**src/seconds_to_calendar_top_assert.svh**
```systemverilog
// Assertion macros for the seconds-to-calendar block.
// Used by seconds_to_calendar_top.sv; expects clk_i and rst_ni in scope.
`ifndef SECONDS_TO_CALENDAR_TOP_ASSERT_SVH
`define SECONDS_TO_CALENDAR_TOP_ASSERT_SVH
`ifndef SYNTHESIS
// plain clocked property, off during reset
`define S2C_ASSERT(lbl, prop, msg) \
  lbl: assert property (@(posedge clk_i) disable iff (!rst_ni) (prop)) else $error(msg);
// property that must hold whenever cond is true
`define S2C_ASSERT_IF(lbl, cond, prop, msg) \
  lbl: assert property (@(posedge clk_i) disable iff (!rst_ni) (cond) |-> (prop)) \
    else $error(msg);
`else
`define S2C_ASSERT(lbl, prop, msg)
`define S2C_ASSERT_IF(lbl, cond, prop, msg)
`endif
`endif

```
**src/s2c_pkg.sv**
```systemverilog
// Shared constants, types and the month length table for seconds_to_calendar.
// No dependencies.
package s2c_pkg;

  localparam int unsigned InWidth   = 32;
  localparam int unsigned RemWidth  = 17;
  localparam int unsigned StepWidth = 6;
  localparam int unsigned DaysWidth = 16;
  localparam int unsigned OutTdataW = 48;

  localparam logic [RemWidth-1:0] SecsPerDay  = 17'd86400;
  localparam logic [RemWidth-1:0] SecsPerHour = 17'd3600;
  localparam logic [RemWidth-1:0] SecsPerMin  = 17'd60;
  localparam logic [RemWidth-1:0] DaysPerWeek = 17'd7;

  localparam logic [11:0] BaseYear    = 12'd1970;
  localparam logic [15:0] BaseWeekday = 16'd4;

  typedef struct packed {
    logic                 start;
    logic [StepWidth-1:0] steps;
    logic [RemWidth-1:0]  divisor;
    logic [InWidth-1:0]   dividend;
  } div_cmd_t;

  typedef struct packed {
    logic                done;
    logic [InWidth-1:0]  quo;
    logic [RemWidth-1:0] rem;
  } div_rsp_t;

  function automatic logic [4:0] month_len(input logic [3:0] m);
    logic [4:0] len;
    case (m)
      4'd1, 4'd3, 4'd5, 4'd7, 4'd8, 4'd10, 4'd12: len = 5'd31;
      4'd4, 4'd6, 4'd9, 4'd11:                    len = 5'd30;
      4'd2:                                       len = 5'd28;
      default:                                    len = 5'd0;
    endcase
    return len;
  endfunction

endpackage

```
**src/seconds_to_calendar_top.sv**
```systemverilog
// Seconds-since-1970 to Gregorian calendar converter, top level.
// Depends on s2c_pkg, s2c_sdiv and seconds_to_calendar_top_assert.svh.
//
// Input stream: one beat carries a 32-bit unsigned count of seconds since
// 1970-01-01 00:00:00. Output stream: one beat per input beat carrying
// year, month, day, hour, minute, second and day of week (0 = Sunday).
// One conversion at a time. The shared bit-serial divider does, in turn,
// seconds / 86400, rest / 3600, rest / 60 and (days + 4) mod 7. Whole
// years are then stripped one per cycle, then whole months one per cycle
// (the month index goes no higher than 12), and the result is loaded into
// the output register once it is free. A new beat is taken only after the
// result is loaded, when the sequencer is back in idle.
// s_axis_tready is high whenever no conversion is running, even while a
// result still waits in the output register; a finished conversion is
// held in the sequencer until the output register is free, so a stalled
// receiver only delays the next result and nothing is lost.
// Reset (rst_ni low, asynchronous) returns the sequencer to idle and drops
// m_axis_tvalid; the block keeps no state between conversions.
`include "seconds_to_calendar_top_assert.svh"
module seconds_to_calendar_top import s2c_pkg::*; (
  input  logic                 clk_i,
  input  logic                 rst_ni,
  input  logic                 s_axis_tvalid,
  output logic                 s_axis_tready,
  // tdata: total_seconds[31:0]
  input  logic [InWidth-1:0]   s_axis_tdata,
  output logic                 m_axis_tvalid,
  input  logic                 m_axis_tready,
  // tdata: year[11:0], month[15:12], day[20:16], hour[25:21], minute[31:26],
  //        second[37:32], weekday[40:38], zero[47:41]
  output logic [OutTdataW-1:0] m_axis_tdata
);

  // sequencer states
  localparam logic [2:0] StIdle  = 3'd0;
  localparam logic [2:0] StDDay  = 3'd1; // seconds / 86400
  localparam logic [2:0] StDHour = 3'd2; // rest / 3600
  localparam logic [2:0] StDMin  = 3'd3; // rest / 60
  localparam logic [2:0] StWDay  = 3'd4; // (days + 4) mod 7
  localparam logic [2:0] StYear  = 3'd5; // strip whole years
  localparam logic [2:0] StMonth = 3'd6; // strip whole months
  localparam logic [2:0] StDone  = 3'd7; // wait for output register

  logic [2:0] state_q, state_d;

  div_cmd_t div_cmd;
  div_rsp_t div_rsp;

  s2c_sdiv u_sdiv (
    .clk_i  (clk_i),
    .rst_ni (rst_ni),
    .cmd_i  (div_cmd),
    .rsp_o  (div_rsp)
  );

  // working registers
  logic [DaysWidth-1:0] days_q, days_d;
  logic [11:0]          year_q, year_d;
  logic [3:0]           month_q, month_d;
  logic [1:0]           m4_q, m4_d;      // year mod 4
  logic [6:0]           m100_q, m100_d;  // year mod 100
  logic [8:0]           m400_q, m400_d;  // year mod 400
  logic [4:0]           hour_q, hour_d;
  logic [5:0]           minute_q, minute_d;
  logic [5:0]           second_q, second_d;
  logic [2:0]           weekday_q, weekday_d;

  // output register
  logic                 out_valid_q, out_valid_d;
  logic [OutTdataW-1:0] out_data_q, out_data_d;

  logic                 leap;
  logic [8:0]           year_len;
  logic [4:0]           mon_len;
  logic                 out_free;
  logic [DaysWidth-1:0] wday_dvd;

  assign leap     = ((m4_q == 2'd0) && (m100_q != 7'd0)) || (m400_q == 9'd0);
  assign year_len = leap ? 9'd366 : 9'd365;
  // February gains a day in leap years
  assign mon_len  = month_len(month_q) + {4'd0, (month_q == 4'd2) && leap};
  assign out_free = !out_valid_q || m_axis_tready;
  assign wday_dvd = days_q + BaseWeekday;

  assign s_axis_tready = (state_q == StIdle);

  always_comb begin
    state_d   = state_q;
    days_d    = days_q;
    year_d    = year_q;
    month_d   = month_q;
    m4_d      = m4_q;
    m100_d    = m100_q;
    m400_d    = m400_q;
    hour_d    = hour_q;
    minute_d  = minute_q;
    second_d  = second_q;
    weekday_d = weekday_q;
    div_cmd   = '0;

    out_valid_d = out_valid_q && !m_axis_tready;
    out_data_d  = out_data_q;

    case (state_q)
      StIdle: begin
        if (s_axis_tvalid) begin
          div_cmd.start    = 1'b1;
          div_cmd.steps    = StepWidth'(InWidth);
          div_cmd.divisor  = SecsPerDay;
          div_cmd.dividend = s_axis_tdata;
          state_d          = StDDay;
        end
      end
      StDDay: begin
        if (div_rsp.done) begin
          days_d           = div_rsp.quo[DaysWidth-1:0];
          // 17-bit time of day, left-aligned for a 17-step division
          div_cmd.start    = 1'b1;
          div_cmd.steps    = StepWidth'(RemWidth);
          div_cmd.divisor  = SecsPerHour;
          div_cmd.dividend = {div_rsp.rem, {(InWidth-RemWidth){1'b0}}};
          state_d          = StDHour;
        end
      end
      StDHour: begin
        if (div_rsp.done) begin
          hour_d           = div_rsp.quo[4:0];
          div_cmd.start    = 1'b1;
          div_cmd.steps    = StepWidth'(12);
          div_cmd.divisor  = SecsPerMin;
          div_cmd.dividend = {div_rsp.rem[11:0], 20'd0};
          state_d          = StDMin;
        end
      end
      StDMin: begin
        if (div_rsp.done) begin
          minute_d         = div_rsp.quo[5:0];
          second_d         = div_rsp.rem[5:0];
          div_cmd.start    = 1'b1;
          div_cmd.steps    = StepWidth'(DaysWidth);
          div_cmd.divisor  = DaysPerWeek;
          div_cmd.dividend = {wday_dvd, {(InWidth-DaysWidth){1'b0}}};
          state_d          = StWDay;
        end
      end
      StWDay: begin
        if (div_rsp.done) begin
          weekday_d = div_rsp.rem[2:0];
          year_d    = BaseYear;
          m4_d      = 2'd2;    // 1970 mod 4
          m100_d    = 7'd70;   // 1970 mod 100
          m400_d    = 9'd370;  // 1970 mod 400
          state_d   = StYear;
        end
      end
      StYear: begin
        if (days_q < {7'd0, year_len}) begin
          month_d = 4'd1;
          state_d = StMonth;
        end else begin
          days_d = days_q - {7'd0, year_len};
          year_d = year_q + 12'd1;
          m4_d   = m4_q + 2'd1;
          m100_d = (m100_q == 7'd99) ? 7'd0 : m100_q + 7'd1;
          m400_d = (m400_q == 9'd399) ? 9'd0 : m400_q + 9'd1;
        end
      end
      StMonth: begin
        // December takes whatever is left
        if ((days_q < {11'd0, mon_len}) || (month_q >= 4'd12)) begin
          state_d = StDone;
        end else begin
          days_d  = days_q - {11'd0, mon_len};
          month_d = month_q + 4'd1;
        end
      end
      StDone: begin
        if (out_free) begin
          out_valid_d = 1'b1;
          out_data_d  = {7'd0, weekday_q, second_q, minute_q, hour_q,
                         days_q[4:0] + 5'd1, month_q, year_q};
          state_d     = StIdle;
        end
      end
      default: begin
        state_d = StIdle;
      end
    endcase
  end

  always_ff @(posedge clk_i or negedge rst_ni) begin
    if (!rst_ni) begin
      state_q     <= StIdle;
      out_valid_q <= 1'b0;
    end else begin
      state_q     <= state_d;
      out_valid_q <= out_valid_d;
    end
  end

  always_ff @(posedge clk_i) begin
    days_q     <= days_d;
    year_q     <= year_d;
    month_q    <= month_d;
    m4_q       <= m4_d;
    m100_q     <= m100_d;
    m400_q     <= m400_d;
    hour_q     <= hour_d;
    minute_q   <= minute_d;
    second_q   <= second_d;
    weekday_q  <= weekday_d;
    out_data_q <= out_data_d;
  end

  assign m_axis_tvalid = out_valid_q;
  assign m_axis_tdata  = out_data_q;

  // divider finishes only while the sequencer waits on it
  `S2C_ASSERT_IF(a_div_done_in_div_state, div_rsp.done, (state_q == StDDay) || (state_q == StDHour) || (state_q == StDMin) || (state_q == StWDay), "divider done outside a division step")
  // year loop never runs past the top of the input range
  `S2C_ASSERT_IF(a_year_range, state_q == StYear, year_q <= 12'd2106, "year beyond 2106")
  // month counter stays a real month
  `S2C_ASSERT_IF(a_month_range, state_q == StMonth, (month_q >= 4'd1) && (month_q <= 4'd12), "month out of range")
  // day of month left over fits in 1..31
  `S2C_ASSERT_IF(a_day_range, state_q == StDone, days_q < 16'd31, "day of month out of range")
  // a fresh result only lands when the output register is free
  `S2C_ASSERT_IF(a_no_overwrite, out_valid_q && !m_axis_tready, ##1 $stable(out_data_q), "pending result overwritten")

endmodule

```
**src/s2c_sdiv.sv**
```systemverilog
// Bit-serial restoring divider: one quotient bit per cycle, MSB first.
// Depends on s2c_pkg (div_cmd_t, div_rsp_t, widths).
module s2c_sdiv import s2c_pkg::*; (
  input  logic     clk_i,
  input  logic     rst_ni,
  input  div_cmd_t cmd_i,
  output div_rsp_t rsp_o
);

  logic [StepWidth-1:0] cnt_q, cnt_d;
  logic [RemWidth-1:0]  rem_q, rem_d, dvs_q, dvs_d;
  logic [InWidth-1:0]   quo_q, quo_d, dvd_q, dvd_d;
  logic                 done_q, done_d;

  logic [RemWidth:0] trial, diff;
  logic              ge;

  assign trial = {rem_q, dvd_q[InWidth-1]};
  assign diff  = trial - {1'b0, dvs_q};
  assign ge    = trial >= {1'b0, dvs_q};

  always_comb begin
    cnt_d  = cnt_q;
    rem_d  = rem_q;
    quo_d  = quo_q;
    dvd_d  = dvd_q;
    dvs_d  = dvs_q;
    done_d = 1'b0;
    if (cnt_q != '0) begin
      rem_d  = ge ? diff[RemWidth-1:0] : trial[RemWidth-1:0];
      quo_d  = {quo_q[InWidth-2:0], ge};
      dvd_d  = {dvd_q[InWidth-2:0], 1'b0};
      cnt_d  = cnt_q - StepWidth'(1);
      done_d = (cnt_q == StepWidth'(1));
    end else if (cmd_i.start) begin
      cnt_d = cmd_i.steps;
      rem_d = '0;
      quo_d = '0;
      dvd_d = cmd_i.dividend;
      dvs_d = cmd_i.divisor;
    end
  end

  always_ff @(posedge clk_i or negedge rst_ni) begin
    if (!rst_ni) begin
      cnt_q  <= '0;
      done_q <= 1'b0;
    end else begin
      cnt_q  <= cnt_d;
      done_q <= done_d;
    end
  end

  always_ff @(posedge clk_i) begin
    rem_q <= rem_d;
    quo_q <= quo_d;
    dvd_q <= dvd_d;
    dvs_q <= dvs_d;
  end

  assign rsp_o.done = done_q;
  assign rsp_o.quo  = quo_q;
  assign rsp_o.rem  = rem_q;

endmodule
```
**config.mk**
```make
export PLATFORM = sky130hd
export DESIGN_NAME = seconds_to_calendar_top
export DESIGN_NICKNAME = d
export VERILOG_FILES = /design/src/s2c_pkg.sv /design/src/seconds_to_calendar_top.sv /design/src/s2c_sdiv.sv
export VERILOG_INCLUDE_DIRS = /design/src /design/src/src
export SDC_FILE = /design/constraint.sdc
export NUM_CORES = 1
export LEC_CHECK = 0
export BUFFER_PORTS_ARGS = -buffer_cell sky130_fd_sc_hd__buf_2
export CORE_MARGIN = 3
export CORE_UTILIZATION = 60
export DETAILED_ROUTE_END_ITERATION = 16
export PLACE_DENSITY = 0.8
export SLEW_MARGIN = 40
export SYNTH_ARGS = -nofsm -noshare
export SYNTH_HDL_FRONTEND = slang
export SYNTH_SLANG_ARGS = --single-unit
```
**constraint.sdc**
```tcl
create_clock -name clk_i -period 6 [get_ports clk_i]
set_clock_uncertainty 0.05 [all_clocks]
set_input_delay 0.9 -clock clk_i [delete_from_list [all_inputs] [get_ports clk_i]]
set_output_delay 0.9 -clock clk_i [all_outputs]
set_load 0.05 [all_outputs]
```
==> results of run 1 <==
-- registers in the layout, summed over array words and instances (netlist names), 7 cells and up, named ones only --
name,cells
m_axis_tdata,41
u_sdiv.dvd_q,32
u_sdiv.rem_q,17
days_q,16
u_sdiv.quo_q,16
year_q,12
m400_q,9
m100_q,7
-- synth_stat cells, drive strengths merged (11+ instances only) --
cell and number:
a21oi 30, a222oi 14, a22o 19, a31oi 16
and2 23, and3 15, buf 17, clkbuf 35
dfrtp 11, edfxtp 181, ha 36, inv 35
mux2i 19, nand2 83, nand3 32, nor2 97
nor3 16, o21ai 33, xnor2 34, xor2 30
-- worst max path at each step --
stage,cells after the start,to,slack (ns)
final,17,register,1.86
after CTS,17,register,1.93
after detailed placement,18,register,1.98
after global routing,18,register,1.62
after global placement,18,register,2.08
after floorplan,15,days_q[0],1.40
-- worst max-delay path: stages, from the launching register on --
cell	delay (ns)
edfxtp_1	0.49
nor3_1	0.31
nand3_1	0.13
nand2_1	0.09
nand2_1	0.10
and3_1	0.19
ha_1	0.19
ha_1	0.18
inv_1	0.05
ha_1	0.13
inv_1	0.04
ha_1	0.22
or4_4	0.56
or2_4	0.28
o311ai_4	0.35
nor2_1	0.16
a221oi_2	0.38
a22oi_2	0.12
-- power by group --
group	switching, mW	total, mW	internal [mW]	leakage [nW]
sequential	0.306	2.24	1.93	1.94
combinational	0.894	1.51	0.616	2.13
clock	0.538	1.09	0.551	0.265
-- kinds of logic after synthesis --
| logic type | count (synthesis) | share of synthesized area [%] |
|---|---|---|
| mux | 20 | 1.95 |
| other cells | 1 | 0.0363 |
| simple gates | 318 | 15.1 |
| buf+inv | 87 | 3.82 |
| flops | 196 | 56.1 |
| fa+ha+maj | 39 | 4.95 |
| xor+xnor | 64 | 5.43 |
| compound gates | 179 | 12.6 |
-- per-layer routing --
layer | track usage, % | vias up | wire (um)
met3 | 4.26 | 42 | 1670
met2 | 40.6 | 326 | 11100
met5 | 0 | - | 0
met4 | 8.37 | 0 | 441
met1 | 36.3 | 3554 | 9730
li1 | - | 3467 | -
-- area by class of cell --
cell class	count	share of cell area (%)
clock buffer	18	3.75
clock inverter	14	1.22
inverter	35	1.15
multi-input combinational	627	36.6
sequential	196	50.6
tap	220	2.40
timing repair buffer	87	4.24
==> impl_metrics.toml, run 1 <==
[outcome]
status = "finished clean"

[layout]
final_util_pct = 68.5
n_fill_cell = 1228
final_layout_size_suffix_gt1_share_pct = 15.4
finalNonFillerCells = 1197
final_cell_mix = "edfxtp_1, nor2_1, nand2_1"
insertedDiodeCount = 0
nets = 1039
stdcell_area_um2 = 11400
final_common_cell = "edfxtp_1"
multiInputGateArea_um2 = 4190
ff_latch_area_um2 = 5790
synthToLayoutAreaGrowth_pct = 10.9

[grt]
grt-ovfl-total = 0
grt_pass1_vias = 7060
grt_pass1_wl_um = 37100
track_usage_pct = 25.6
grt_max_degree = 58
antenna_found_initial = 0

[setup_path]
cp.arrival_ns = 4.41
critPathKind = "register to register"
startpoint_type = "register"
r2r_cells = 17
rrSetupSlack_ns = 1.86
startpoint = "m100_q[2]"
crit_required_ns = 6.27
r2r_start = "m100_q[2]"
worst-path-max-fanout = 6
end_kind = "register"

[routing]
wl_per_cell_um = 19.2
routed_wl_um = 23000
drc = 0
vias = 7389
ant_nets = 0
drtPass1Iterations = 8
drt-initial-drc-count = 862
routed_via_density = 6.17

[timing]
min_period_ns = 4.14
tightest_slew_ns = 0.795
slew_viol_final = 0
fin_tns_setup_ns = 0
slew_headroom_pct = 47.0
setup_viol = 0
fin_ws_ns = 1.86
max_freq_mhz = 242
final.period_utilization_pct = 69.0
finalHoldWorstSlack_ns = 0.266
finalHoldViolations = 0
rsz0062_at_grt = "false"

[clock_network]
cts_hold_buf = 0
cts.sinks = 196
cts_buffer_depth = 2
cts_root_buffer = "clkbuf_16"
numCtsBuffers = 17
insertion_delay_ns = 0.44
clk_pin_slew_ns = 0.07
cts_repair_resize_count = 0
post-cts-setup-buffers = 0
htree_num_levels = 4
cts_tree = "done"

[power_and_ir_drop]
p_leak_nw = 4.33
p_per_area_nw_per_um2 = 422
ir_drop_uv = 279
finalPower_mw = 4.83

[floorplanning]
dieArea_um2 = 18800
coreArea_um2 = 16700
start_util_pct = 61.8
pin_count = 86
num_rows = 47
die_y_um = 137
die_w_um = 137

[place]
hpwl_um = 15700
gp_congestion = 0.928
pre_cts_slack_ns = 1.98
dp.cells = 1165
dpl_cell_area_um2 = 10900
io_buffer_count = 78

[synth]
ys_types = 82
seq_area_frac_synth_pct = 56.1
yosysTopAreaCell = "edfxtp_1"
synth_area_per_cell_um2 = 11.4
synthArstFlopShare_pct = 5.61
synth_edf_count = 181
ys.flop_type = "edfxtp_1"
synth_seq_cells = 196
synth_top_area_share_pct = 52.7
synth_area_leaders = "edfxtp_1, ha_1, nor2_1, nand2_1, xnor2_1"
syn-cell-area_um2 = 10300
syn_inst = 904
ys_warn_count = 0

[run]
cap_violations = 0

[worst_hold_path]
hold_path_class = "input pin to async pin"
(Power assumes the default switching activity.)
==> inputs of run 2 (changes only) <==
==> constraint.sdc (replaced) <==
create_clock -name clk_i -period 4.3 [get_ports clk_i]
set_clock_uncertainty 0.05 [all_clocks]
set_input_delay 0.645 -clock clk_i [delete_from_list [all_inputs] [get_ports clk_i]]
set_output_delay 0.645 -clock clk_i [all_outputs]
set_load 0.05 [all_outputs]
==> run 2 against run 1 <==
Net effect: cell count grew 0.92%; routed wire length rose by 0.59%; power rose by 40%; flip-flop and latch count unchanged; worst setup slack worse by 1.6 ns; utilization is 0.52 points higher; global-route usage down 0.27 points; critical path type unchanged; register-to-register slack got worse by 1.6 ns; first-iteration DRC count up 1.0%; highest routed layer unchanged.
==> impl_metrics.toml, run 2 (synthesized netlist as in run 1, its figures left out) <==
[routing]
vias = 7392
wl_per_cell_um = 19.1
drt-initial-drc-count = 871
routed_via_density = 6.12
routed_wl_um = 23100
drtPass1Iterations = 8
drc = 0
ant_nets = 0

[place]
io_buffer_count = 78
dpl_cell_area_um2 = 10900
dp.cells = 1171
pre_cts_slack_ns = 0.255
hpwl_um = 15800
gp_congestion = 0.927

[grt]
grt_pass1_wl_um = 36500
grt_use_met2_pct = 41.2
antenna_found_initial = 0
gr-usage-met3_pct = 5.15
use_met1_pct = 33.6
grt_pass1_vias = 7029
grt-ovfl-total = 0
top_usage_layer = "met2"
grt_max_degree = 52
track_usage_pct = 25.3

[run]
cap_violations = 0

[layout]
final_util_pct = 69.1
finalNonFillerCells = 1208
largest_register_ffs = 41
final_common_cell = "edfxtp_1"
multiInputGateArea_um2 = 4190
final_cell_mix = "edfxtp_1, nor2_1, nand2_1"
insertedDiodeCount = 0
stdcell_area_um2 = 11500
ff_latch_area_um2 = 5790
synthToLayoutAreaGrowth_pct = 11.7
final_layout_size_suffix_gt1_share_pct = 16.2
n_fill_cell = 1211
nets = 1050

[floorplanning]
dieArea_um2 = 18800
pin_count = 86
num_rows = 47
start_util_pct = 61.8
die_w_um = 137
coreArea_um2 = 16700
die_y_um = 137

[power_and_ir_drop]
combPwrFrac_pct = 31.1
p_per_area_nw_per_um2 = 588
seqPwrFrac_pct = 46.2
clkPwrFrac_pct = 22.7
p_int_mw = 4.34
p_leak_nw = 4.40
p_sw_mw = 2.44
power.share.switching_pct = 35.9
ir_drop_uv = 353

[timing]
slew_headroom_pct = 49.9
finalHoldWorstSlack_ns = 0.00805
tightest_slew_ns = 0.744
max_freq_mhz = 248
fin_ws_ns = 0.264
final.period_utilization_pct = 93.9
min_period_ns = 4.04
setup_viol = 0
finalHoldViolations = 0
slew_viol_final = 0

[setup_path]
critPathKind = "register to register"
startpoint_type = "register"
rrSetupSlack_ns = 0.26
end_kind = "register"
cp.arrival_ns = 4.36
worst-path-max-fanout = 7
crit_required_ns = 4.62
r2r_cells = 18
startpoint = "m100_q[2]"
r2r_start = "m100_q[2]"

[clock_network]
cts_buffer_depth = 2
cts_tree = "done"
clk_pin_slew_ns = 0.08
cts.sinks = 196
insertion_delay_ns = 0.45
htree_num_levels = 4
numCtsBuffers = 17
cts_root_buffer = "clkbuf_16"

[outcome]
status = "finished clean"

[worst_hold_path]
hold_path_class = "input pin to async pin"
[run 2: cell types whose count changed in the layout (fill, tap and decap cells not counted), sizes merged]
| cell | delta |
|---|---|
| buf | +11 |
| clkinv | +4 |
| clkinvlp | -3 |
| inv | -1 |
[run 2: cell type report]
type,instances,share of cell area [%]
well taps,220,2.39
multi-input cells,627,36.4
inverters,35,1.14
repair buffers,98,4.93
flip-flops and latches,196,50.2
clock inverters,14,1.26
clock buffers,18,3.72
[run 2: power groups by stage]
| stage | Sequential (mW) | Clock [mW] | Combinational [mW] |
|---|---|---|---|
| floorplan | 2.98 | 0 | 1.64 |
| global route | 3.17 | 1.64 | 2.34 |
| detailed placement | 3.15 | 0 | 2.04 |
| finish | 3.13 | 1.54 | 2.11 |
| global placement | 3.13 | 0 | 1.98 |
| CTS | 3.11 | 1.56 | 2.08 |
[run 2: how the worst min path moves through the flow]
stage	to	slack (ns)	cells after the start
finish	state_q[0]	0.008	1
global route	m_axis_tvalid	0.02	1
CTS	u_sdiv.cnt_q[1]	0.004	1
detailed placement	m_axis_tdata[26]	0.36	0
global placement	m_axis_tdata[36]	0.35	0
floorplan	m_axis_tvalid	0.30	0
[run 2: worst max-delay path, stage by stage, from the launching register on]
cell and delay (ns):
edfxtp_1 0.48, nor3_2 0.22, nand3_1 0.11, nand2_1 0.08, nand2_1 0.10, and3_1 0.19
ha_1 0.20, ha_1 0.18, inv_1 0.06, ha_1 0.14, inv_1 0.04, ha_1 0.22
or4_4 0.56, or2_4 0.28, nor2_4 0.17, a31oi_1 0.14, and3_1 0.26, or2_2 0.33
a22oi_2 0.15
[run 2: repair_timing]
item / 4_1_cts / 5_1_grt
gates resized for setup: 0 / 1
hold buffers: 0 / 0
endpoints found under the setup margin: 0 / 19
setup buffers: 0 / 5
[run 2: layer usage]
| metal | vias up | wire length (um) |
|---|---|---|
| li1 | 3481 | - |
| met1 | 3522 | 9600 |
| met2 | 353 | 11300 |
| met3 | 36 | 1750 |
| met4 | 0 | 485 |
| met5 | - | 0 |
[run 2: metrics by stage]
step	power, mW	setup TNS, ns
finish	6.78	0
global placement	5.10	0
detailed placement	5.18	0
global route	7.15	-0.0107
CTS	6.75	0
floorplan	4.62	0
